File: src/sv/sadc_pkg.sv
`timescale 1ns / 1ps
// ----------------------------------------------------------------------------
// sadc_pkg
// Shared types, codes and constants of the stepper auto-repeat block with
// debounced weight commit.
// ----------------------------------------------------------------------------
package sadc_pkg;

  // Sizes
  localparam int unsigned PRESET_SLOTS  = 256;
  localparam int unsigned WEIGHT_LEVELS = 5;
  localparam int unsigned PCT_PER_LEVEL = 25;

  localparam int unsigned TIMER_W  = 16;
  localparam int unsigned COUNT_W  = 9;
  localparam int unsigned PRESET_W = 8;
  localparam int unsigned WEIGHT_W = 3;
  localparam int unsigned PCT_W    = 7;
  localparam int unsigned HELD_W   = 3;
  localparam int unsigned CFG_IDX_W  = 3;
  localparam int unsigned CFG_DATA_W = 16;

  localparam logic [TIMER_W-1:0]  TIMER_MAX  = '1;
  localparam logic [COUNT_W-1:0]  SLOTS_CNT  = COUNT_W'(PRESET_SLOTS);
  localparam logic [WEIGHT_W-1:0] WEIGHT_TOP = WEIGHT_W'(WEIGHT_LEVELS - 1);

  // Event codes
  typedef enum logic [2:0] {
    ACT_TICK       = 3'd0,
    ACT_OPEN       = 3'd1,
    ACT_CLOSE      = 3'd2,
    ACT_PRESS      = 3'd3,
    ACT_RELEASE    = 3'd4,
    ACT_HOVER_IN   = 3'd5,
    ACT_HOVER_OUT  = 3'd6
  } action_e;

  // Button codes
  localparam logic [3:0] BTN_PRESET_PREV = 4'd0;
  localparam logic [3:0] BTN_PRESET_NEXT = 4'd1;
  localparam logic [3:0] BTN_WEIGHT_PREV = 4'd2;
  localparam logic [3:0] BTN_WEIGHT_NEXT = 4'd3;
  localparam logic [3:0] BTN_WEIGHT_ICON = 4'd4;
  localparam logic [3:0] BTN_PRESET_ICON = 4'd5;
  localparam logic [3:0] BTN_ANCHOR      = 4'd6;
  localparam logic [3:0] BTN_UNDO        = 4'd7;

  // Held stepper codes (stepper button + 1, zero means none)
  localparam logic [HELD_W-1:0] HELD_NONE = 3'd0;

  // Configuration register indexes
  localparam logic [CFG_IDX_W-1:0] CFG_REPEAT_DELAY    = 3'd0;
  localparam logic [CFG_IDX_W-1:0] CFG_REPEAT_INTERVAL = 3'd1;
  localparam logic [CFG_IDX_W-1:0] CFG_COMMIT_DEBOUNCE = 3'd2;
  localparam logic [CFG_IDX_W-1:0] CFG_PRESET_COUNT    = 3'd3;
  localparam logic [CFG_IDX_W-1:0] CFG_WEIGHT_EDITABLE = 3'd4;

  // One result transaction
  typedef struct packed {
    logic                handled;
    logic [PRESET_W-1:0] preset_index;
    logic                preset_stepped;
    logic [WEIGHT_W-1:0] weight_level;
    logic [PCT_W-1:0]    weight_percent;
    logic                weight_stepped;
    logic                commit_weight;
    logic                close_request;
    logic                undo_request;
  } result_t;

  // Weight level to percent, level times PCT_PER_LEVEL
  function automatic logic [PCT_W-1:0] level_pct(input logic [WEIGHT_W-1:0] lvl);
    logic [PCT_W+WEIGHT_W-1:0] prod;
    prod = lvl * (PCT_W+WEIGHT_W)'(PCT_PER_LEVEL);
    return prod[PCT_W-1:0];
  endfunction

endpackage

File: src/sv/stepper_autorepeat_with_debounced_commit.sv
`timescale 1ns / 1ps
// ----------------------------------------------------------------------------
// stepper_autorepeat_with_debounced_commit
// Menu stepper event handler: wrap-around preset and weight steppers with
// typematic auto-repeat, debounced weight commit and release requests.
// ----------------------------------------------------------------------------
// Output: the result of an accepted transaction is registered in the output register.
// Throughput: one transaction per cycle while the skid register is empty;
// state update and result are one pass of logic into the state and output
// registers, a skid register holds one extra result during an output stall.
// Reset: menu closed, positions and timers zero, registers at their defaults.
module stepper_autorepeat_with_debounced_commit (
  input  logic                              clk_i,
  input  logic                              rst_ni,
  // configuration write port
  input  logic                              cfg_we_i,
  input  logic [sadc_pkg::CFG_IDX_W-1:0]    cfg_index_i,
  input  logic [sadc_pkg::CFG_DATA_W-1:0]   cfg_data_i,
  // input channel
  input  logic                              in_valid_i,
  output logic                              in_stall_o,
  input  logic [2:0]                        action_i,
  input  logic [3:0]                        button_i,
  input  logic [sadc_pkg::PRESET_W-1:0]     start_preset_i,
  input  logic [sadc_pkg::WEIGHT_W-1:0]     start_weight_level_i,
  // output channel
  output logic                              out_valid_o,
  input  logic                              out_stall_i,
  output logic                              handled_o,
  output logic [sadc_pkg::PRESET_W-1:0]     preset_index_o,
  output logic                              preset_stepped_o,
  output logic [sadc_pkg::WEIGHT_W-1:0]     weight_level_o,
  output logic [sadc_pkg::PCT_W-1:0]        weight_percent_o,
  output logic                              weight_stepped_o,
  output logic                              commit_weight_o,
  output logic                              close_request_o,
  output logic                              undo_request_o
);
  import sadc_pkg::*;

  // Configuration registers
  logic [TIMER_W-1:0] repeat_delay_q, repeat_interval_q, commit_debounce_q;
  logic [COUNT_W-1:0] preset_count_q;
  logic               weight_editable_q;

  // Menu state
  logic                menu_open_q, menu_open_d;
  logic [PRESET_W-1:0] preset_pos_q, preset_pos_d;
  logic [WEIGHT_W-1:0] weight_pos_q, weight_pos_d;
  logic [HELD_W-1:0]   held_q, held_d;
  logic                repeat_phase_q, repeat_phase_d;
  logic [TIMER_W-1:0]  repeat_timer_q, repeat_timer_d;
  logic                pending_q, pending_d;
  logic [TIMER_W-1:0]  debounce_q, debounce_d;

  // Output register and skid register
  result_t out_q, skid_q;
  logic    out_valid_q, skid_valid_q;

  // Datapath helpers
  result_t            res;
  action_e            act;
  logic               accept, take_out, stepper, due;
  logic [COUNT_W-1:0] live_cnt;
  logic [PRESET_W-1:0] cur_preset, last_preset, next_fwd, next_back;
  logic [1:0]         step_sel;
  logic               do_step;
  logic               count_nz;

  assign in_stall_o = skid_valid_q;
  assign accept     = in_valid_i & ~skid_valid_q;
  assign take_out   = out_valid_q & ~out_stall_i;
  assign act        = action_e'(action_i);
  assign stepper    = (button_i <= BTN_WEIGHT_NEXT);

  // Clamp preset count and precompute both preset neighbors
  assign live_cnt    = (preset_count_q > SLOTS_CNT) ? SLOTS_CNT : preset_count_q;
  assign count_nz    = (live_cnt != '0);
  assign cur_preset  = ({1'b0, preset_pos_q} < live_cnt) ? preset_pos_q : '0;
  assign last_preset = PRESET_W'(live_cnt - COUNT_W'(1));
  assign next_fwd    = ({1'b0, cur_preset} + COUNT_W'(1) == live_cnt) ? '0
                                                                       : cur_preset + 1'b1;
  assign next_back   = (cur_preset == '0) ? last_preset : cur_preset - 1'b1;

  // Event handling: next state and result
  always_comb begin
    menu_open_d    = menu_open_q;
    preset_pos_d   = preset_pos_q;
    weight_pos_d   = weight_pos_q;
    held_d         = held_q;
    repeat_phase_d = repeat_phase_q;
    repeat_timer_d = repeat_timer_q;
    pending_d      = pending_q;
    debounce_d     = debounce_q;
    res            = '0;
    do_step        = 1'b0;
    step_sel       = '0;
    due            = 1'b0;

    if (act == ACT_OPEN) begin
      menu_open_d  = 1'b1;
      preset_pos_d = (count_nz && ({1'b0, start_preset_i} < live_cnt)) ? start_preset_i : '0;
      weight_pos_d = (start_weight_level_i > WEIGHT_TOP) ? WEIGHT_TOP : start_weight_level_i;
      pending_d    = 1'b0;
    end else if (menu_open_q) begin
      case (act)
        ACT_TICK: begin
          if (held_q != HELD_NONE && repeat_timer_q != TIMER_MAX)
            repeat_timer_d = repeat_timer_q + 1'b1;
          if (pending_q && debounce_q != TIMER_MAX)
            debounce_d = debounce_q + 1'b1;
          due = repeat_phase_q ? (repeat_timer_d >= repeat_interval_q)
                               : (repeat_timer_d >= repeat_delay_q);
          if (held_q != HELD_NONE && due) begin
            repeat_phase_d = 1'b1;
            repeat_timer_d = '0;
            do_step        = 1'b1;
            step_sel       = 2'(held_q - 1'b1);
          end
        end
        ACT_CLOSE: begin
          menu_open_d    = 1'b0;
          held_d         = HELD_NONE;
          repeat_phase_d = 1'b0;
        end
        ACT_PRESS: begin
          if (stepper) begin
            held_d         = HELD_W'(button_i) + 1'b1;
            repeat_timer_d = '0;
            repeat_phase_d = 1'b0;
            do_step        = 1'b1;
            step_sel       = button_i[1:0];
            res.handled    = 1'b1;
          end else if (button_i == BTN_WEIGHT_ICON) begin
            do_step     = 1'b1;
            step_sel    = BTN_WEIGHT_NEXT[1:0];
            res.handled = 1'b1;
          end
        end
        ACT_RELEASE: begin
          if (stepper) begin
            held_d         = HELD_NONE;
            repeat_phase_d = 1'b0;
            res.handled    = 1'b1;
          end else if (button_i == BTN_WEIGHT_ICON || button_i == BTN_PRESET_ICON) begin
            res.handled = 1'b1;
          end else if (button_i == BTN_ANCHOR) begin
            res.close_request = 1'b1;
            res.handled       = 1'b1;
          end else if (button_i == BTN_UNDO) begin
            res.undo_request = 1'b1;
            res.handled      = 1'b1;
          end
        end
        ACT_HOVER_IN: begin
          res.handled = (button_i <= BTN_UNDO);
        end
        ACT_HOVER_OUT: begin
          if (stepper && held_q == HELD_W'(button_i) + 1'b1) begin
            held_d         = HELD_NONE;
            repeat_phase_d = 1'b0;
          end
          res.handled = stepper;
        end
        default: begin
        end
      endcase
    end

    // Stepper action, shared by press and repeat
    if (do_step) begin
      case (step_sel)
        BTN_PRESET_PREV[1:0]: begin
          if (count_nz) begin
            preset_pos_d       = next_back;
            res.preset_stepped = 1'b1;
          end
        end
        BTN_PRESET_NEXT[1:0]: begin
          if (count_nz) begin
            preset_pos_d       = next_fwd;
            res.preset_stepped = 1'b1;
          end
        end
        BTN_WEIGHT_PREV[1:0]: begin
          if (weight_editable_q) begin
            weight_pos_d       = (weight_pos_q == '0) ? WEIGHT_TOP : weight_pos_q - 1'b1;
            pending_d          = 1'b1;
            debounce_d         = '0;
            res.weight_stepped = 1'b1;
          end
        end
        default: begin
          if (weight_editable_q) begin
            weight_pos_d       = (weight_pos_q >= WEIGHT_TOP) ? '0 : weight_pos_q + 1'b1;
            pending_d          = 1'b1;
            debounce_d         = '0;
            res.weight_stepped = 1'b1;
          end
        end
      endcase
    end

    // Commit on debounce expiry or on close
    if (act != ACT_OPEN && menu_open_q) begin
      if (act == ACT_TICK && pending_d && debounce_d >= commit_debounce_q) begin
        pending_d         = 1'b0;
        res.commit_weight = 1'b1;
      end else if (act == ACT_CLOSE && pending_q) begin
        pending_d         = 1'b0;
        res.commit_weight = 1'b1;
      end
    end

    res.preset_index   = count_nz ? preset_pos_d : '0;
    res.weight_level   = weight_pos_d;
    res.weight_percent = level_pct(weight_pos_d);
  end

  // Configuration registers
  always_ff @(posedge clk_i or negedge rst_ni) begin
    if (!rst_ni) begin
      repeat_delay_q    <= 16'd400;
      repeat_interval_q <= 16'd150;
      commit_debounce_q <= 16'd500;
      preset_count_q    <= '0;
      weight_editable_q <= 1'b1;
    end else if (cfg_we_i) begin
      case (cfg_index_i)
        CFG_REPEAT_DELAY:    repeat_delay_q    <= cfg_data_i;
        CFG_REPEAT_INTERVAL: repeat_interval_q <= cfg_data_i;
        CFG_COMMIT_DEBOUNCE: commit_debounce_q <= cfg_data_i;
        CFG_PRESET_COUNT:    preset_count_q    <= cfg_data_i[COUNT_W-1:0];
        CFG_WEIGHT_EDITABLE: weight_editable_q <= cfg_data_i[0];
        default: begin
        end
      endcase
    end
  end

  // Menu state, updated per accepted transaction
  always_ff @(posedge clk_i or negedge rst_ni) begin
    if (!rst_ni) begin
      menu_open_q    <= 1'b0;
      preset_pos_q   <= '0;
      weight_pos_q   <= '0;
      held_q         <= HELD_NONE;
      repeat_phase_q <= 1'b0;
      repeat_timer_q <= '0;
      pending_q      <= 1'b0;
      debounce_q     <= '0;
    end else if (accept) begin
      menu_open_q    <= menu_open_d;
      preset_pos_q   <= preset_pos_d;
      weight_pos_q   <= weight_pos_d;
      held_q         <= held_d;
      repeat_phase_q <= repeat_phase_d;
      repeat_timer_q <= repeat_timer_d;
      pending_q      <= pending_d;
      debounce_q     <= debounce_d;
    end
  end

  // Output register with one skid entry
  always_ff @(posedge clk_i or negedge rst_ni) begin
    if (!rst_ni) begin
      out_valid_q  <= 1'b0;
      skid_valid_q <= 1'b0;
    end else if (take_out || !out_valid_q) begin
      if (skid_valid_q) begin
        out_valid_q  <= 1'b1;
        skid_valid_q <= 1'b0;
      end else begin
        out_valid_q <= accept;
      end
    end else if (accept) begin
      skid_valid_q <= 1'b1;
    end
  end

  // Payload registers
  always_ff @(posedge clk_i) begin
    if (take_out || !out_valid_q) begin
      if (skid_valid_q) begin
        out_q <= skid_q;
      end else if (accept) begin
        out_q <= res;
      end
    end else if (accept) begin
      skid_q <= res;
    end
  end

  assign out_valid_o      = out_valid_q;
  assign handled_o        = out_q.handled;
  assign preset_index_o   = out_q.preset_index;
  assign preset_stepped_o = out_q.preset_stepped;
  assign weight_level_o   = out_q.weight_level;
  assign weight_percent_o = out_q.weight_percent;
  assign weight_stepped_o = out_q.weight_stepped;
  assign commit_weight_o  = out_q.commit_weight;
  assign close_request_o  = out_q.close_request;
  assign undo_request_o   = out_q.undo_request;

endmodule
File: config.mk
export PLATFORM = sky130hd
export DESIGN_NAME = stepper_autorepeat_with_debounced_commit
export DESIGN_NICKNAME = d
export VERILOG_FILES = /design/src/sv/sadc_pkg.sv /design/src/sv/stepper_autorepeat_with_debounced_commit.sv
export SDC_FILE = /design/constraint.sdc
export NUM_CORES = 1
export LEC_CHECK = 0
export BUFFER_PORTS_ARGS = -buffer_cell sky130_fd_sc_hd__buf_2
export CAP_MARGIN = 25
export CELL_PAD_IN_SITES_DETAIL_PLACEMENT = 1
export CELL_PAD_IN_SITES_GLOBAL_PLACEMENT = 1
export CORE_MARGIN = 4
export CORE_UTILIZATION = 50
export CTS_BUF_LIST = sky130_fd_sc_hd__clkbuf_8 sky130_fd_sc_hd__clkbuf_16
export CTS_CLUSTER_SIZE = 14
export DETAILED_ROUTE_END_ITERATION = 7
export PLACE_DENSITY_LB_ADDON = 0.08
export SETUP_SLACK_MARGIN = 0.05
export SLEW_MARGIN = 20
export SYNTH_ARGS = -nofsm -noshare
export SYNTH_HDL_FRONTEND = slang
export SYNTH_SLANG_ARGS = --single-unit
export TNS_END_PERCENT = 50
File: constraint.sdc
create_clock -name clk_i -period 12.3 [get_ports clk_i]
set_clock_uncertainty 0.1 [all_clocks]
set_input_delay 1.23 -clock clk_i [delete_from_list [all_inputs] [get_ports clk_i]]
set_output_delay 1.23 -clock clk_i [all_outputs]
set_load 0.005 [all_outputs]
==> results.md <==
- Post-synth EDFFs: 40
- Share of Yosys cell area claimed by the top area cell type: 23.9%
- Post-route minimum period: 6920 ps
- Startpoint of the lowest-slack register-to-register path: held_q[0]
- Prevailing post-synth register cell: dfrtp_1
- Die area: 0.0222 sq mm
- Net count reported at finish: 1254
- Ranking of synthesized cells by area: dfrtp_1 24%, edfxtp_1 12%, ha_1 9.9%, o21ai_0 5.4%, nand2_1 4.9%
- Total Negative Setup Slacks: 0 ps
- Post-detailed-placement half-perimeter wirelength: 21300 um
- Tightest Pin Transition: 941 ps
- Cell Pwr Density: 170 mW/mm^2
- Starting density of the core: 51.0%
- Critical path's top delay family: simple AND/OR/NAND/NOR gates
- I/O pins: 68
- Number of warnings reported in the yosys synthesis log: 0
- Clk Latency, worst-skew pair: 430 ps
- Number of instances resized during post-cts repair: 0
- Worst Min Path Start: commit_debounce_q[8]
- Mean cell area of the mapped netlist: 9.19 sq um
- Worst flop-to-flop path endpoint: pending_q
- Detailed-route DRC error count: 0
- Met2 layer usage reported by global route: 45.5%
- Top cell type by total area after synthesis: dfrtp_1
- Type of element launching the critical path: flip-flop
- Non-filler instance count after layout: 1411
- Filler instances: 2338
- Final antenna-violating net count: 0
- DRT Pass-1 Iters: 5
- 1st-iter DRT viols: 446
- Hold-fix buffers, CTS: 0
- Average detailed-routed wire length per instance: 20.8 um
- Highest cell delay on the worst timing path: 760 ps
- Setup repair after global routing missed its margin: false
- CTS Sinks: 149
- Nets in the synthesized netlist: 1205
- Vias in the first global route: 8686
- Int Pwr: 1160 uW
- End of the worst hold path: commit_debounce_q[8]
- Run status: completed
- Final weighted congestion in routability-driven placement: 0.931
- Placed cell count: 1379
- Min-delay worst type: reg2reg
- Number of clock buffers inserted by TritonCTS: 17
- Peak ir drop on the vdd network: 0.000119 V
- Number of storage elements in the synthesis netlist: 149
- Fraction of power consumed by combinational cells: 36.9%
- Met3 capacity usage during global routing: 4.53%
- Worst R2R Setup Slack: 5380 ps
- Number of core rows: 51
- Max-Slew Margin vs Limit: 37.2%
- Top library cells by usage in the layout, fill and taps aside: 131 x nand2_1, 108 x o21ai_0, 95 x dfrtp_1
- Pin count of the biggest net entering global routing: 58
- Syn-to-layout area delta: 11.5%
- Net Sw Power: 727 uW
- CTS clk-pin slew, worst paths: 60 ps
- Sequential Power Share: 36.1%
- Fraction of layout instances using a drive strength above 1: 15.6%
- Post-layout util: 56.9%
- Number of antenna violations at the first check in global routing: 0
- Type of the worst setup path: reg2reg
- Top achievable clock speed: 145 MHz
- Instance count of the mapped netlist: 1084
- WL final: 29300 um
- Aggregate global-route resource usage: 27.0%
- Count of endpoints failing hold in the final timing report: 0
- Max clock buf depth: 2
- Most used cell along the critical path: a21o_1
- Final cycle utilization of the critical path: 56.2%
- Part of the Yosys area used for sequential elements: 39.6%
- Area of the placeable core: 0.0195 sq mm
- Most used routing layer: met2
- Maximum net fanout on the critical path: 37
- Depth of the worst register-to-register path: 25
- Worst setup EP type: flip-flop
- Mean number of vias per cell: 6.03
- Die extent in y: 149 um
- Vias: 8503
- Static Leak: 0.00484 uW
- Global-route wire length before repair: 47300 um
- Number of unique standard cell types used by synthesis: 87
- Total grt overflow: 0
- Arrival time of the worst setup path: 7130 ps
- Input/output buffers: 67
- Die Width: 149 um
- Max Cap Violations: 0
- Number of instances on the worst hold path: 2
- Post-CTS Setup Inserts: 0
- Leading cell type in the layout, fill and taps excluded: nand2_1
- Antenna diodes: 0
- Critical path data required time: 12520 ps
- Switching share of power: 38.5%
- Count of H-tree levels built during CTS: 4
- Count of buffering cells on the critical path with inverters included: 1
- Setup-violating endpoint count in the final report: 0
- Master of the slowest instance on the critical path: a21oi_4
- Fraction of met1 tracks used by global routing: 35.3%
- Mapped Area: 0.00996 sq mm
- Clock share of power: 27.0%
- Clock tree from TritonCTS: built
- Max Slew Vio Count: 0
- Root Buffer Master: clkbuf_16
- Share of synthesized flip-flops with an asynchronous set or reset: 73.2%
-- stage by stage --
stage	setup WS (ps)	hold WS [ps]	area, sq um	power (uW)
after floorplan	6230	380	9960	1160
after global placement	5730	394	10500	1340
after detailed placement	5470	410	10500	1370
after CTS	5400	421	11100	1890
after global routing	4790	435	11100	2010
final	5380	414	11100	1890
-- cell usage after synthesis (6+ instances only) --
cell type	n
nand2_1	131
o21ai_0	108
dfrtp_1	95
nor2_1	84
ha_1	79
inv_1	72
edfxtp_1	40
a21oi_1	38
clkbuf_1	36
o31ai_1	30
mux2_2	28
nand3_1	27
xnor2_1	25
xor2_1	22
a21o_1	19
nand2b_1	17
dfstp_2	14
a22oi_1	12
and3_1	12
nand4_1	12
nor2b_1	11
nor3_1	11
a211oi_1	10
o21a_1	9
buf_4	7
o2111ai_1	7
o211ai_1	7
mux2i_1	6
-- how the worst max path moves through the flow --
| stage | startpoint | endpoint | slack [ps] | cells past startpoint |
|---|---|---|---|---|
| after global placement | held_q[0] | pending_q | 5730 | 25 |
| after floorplan | repeat_timer_q[0] | pending_q | 6230 | 27 |
| after global routing | held_q[0] | pending_q | 4790 | 25 |
| final | held_q[0] | pending_q | 5380 | 25 |
| after detailed placement | held_q[0] | pending_q | 5470 | 25 |
| after CTS | held_q[0] | commit_weight_o | 5400 | 24 |
-- cell type report --
cell class | instances | area (sq um) | share of cell area [%]
repair buffers | 79 | 439 | 3.95
multi-input cells | 814 | 5550 | 50.0
clock inverters | 12 | 88.8 | 0.800
well taps | 265 | 332 | 2.98
clock buffers | 20 | 478 | 4.30
flip-flops and latches | 149 | 3950 | 35.5
inverters | 72 | 270 | 2.43
-- power groups by stage --
| stage | Sequential (uW) | Clock (uW) | Combinational (uW) |
|---|---|---|---|
| floorplan | 648 | 0 | 513 |
| global placement | 687 | 0 | 655 |
| detailed placement | 690 | 0 | 680 |
| CTS | 681 | 517 | 693 |
| global route | 692 | 541 | 776 |
| finish | 682 | 509 | 698 |
-- worst register-to-register path: cells and delay by family, from the launching register on --
kind,cells,cell delay (ps)
adders and majority gates,3,750
buffers and inverters,1,120
and+or+nand+nor,11,3040
AOI/OAI and AO/OA,9,2090
DFF,1,400
xor gates and xnor gates,1,330
-- state kept, by name (all words and copies together) (netlist names), 2 cells and up --
register,cells
repeat_interval_q,16
preset_pos_q,8
skid_q,20
preset_count_q,9
held_q,3
repeat_timer_q,16
weight_level_o,2
repeat_delay_q,16
commit_debounce_q,16
weight_percent_o,4
preset_index_o,8
weight_pos_q,3
debounce_q,16
-- kinds of logic after synthesis --
group / after synthesis / share of synthesized area (%)
simple gates: 351 / 16.9
mux: 34 / 3.77
compound gates: 302 / 20.4
fa+ha+maj: 79 / 9.92
flops: 149 / 39.6
buf+inv: 121 / 5.01
xor+xnor: 48 / 4.36
-- metal layers --
layer / vias up / routed length (um)
met4: 0 / 770
met2: 228 / 14400
li1: 4036 / -
met3: 52 / 1460
met1: 4187 / 12700
met5: - / 0
No activity file was read; power rests on OpenSTA's default activity.
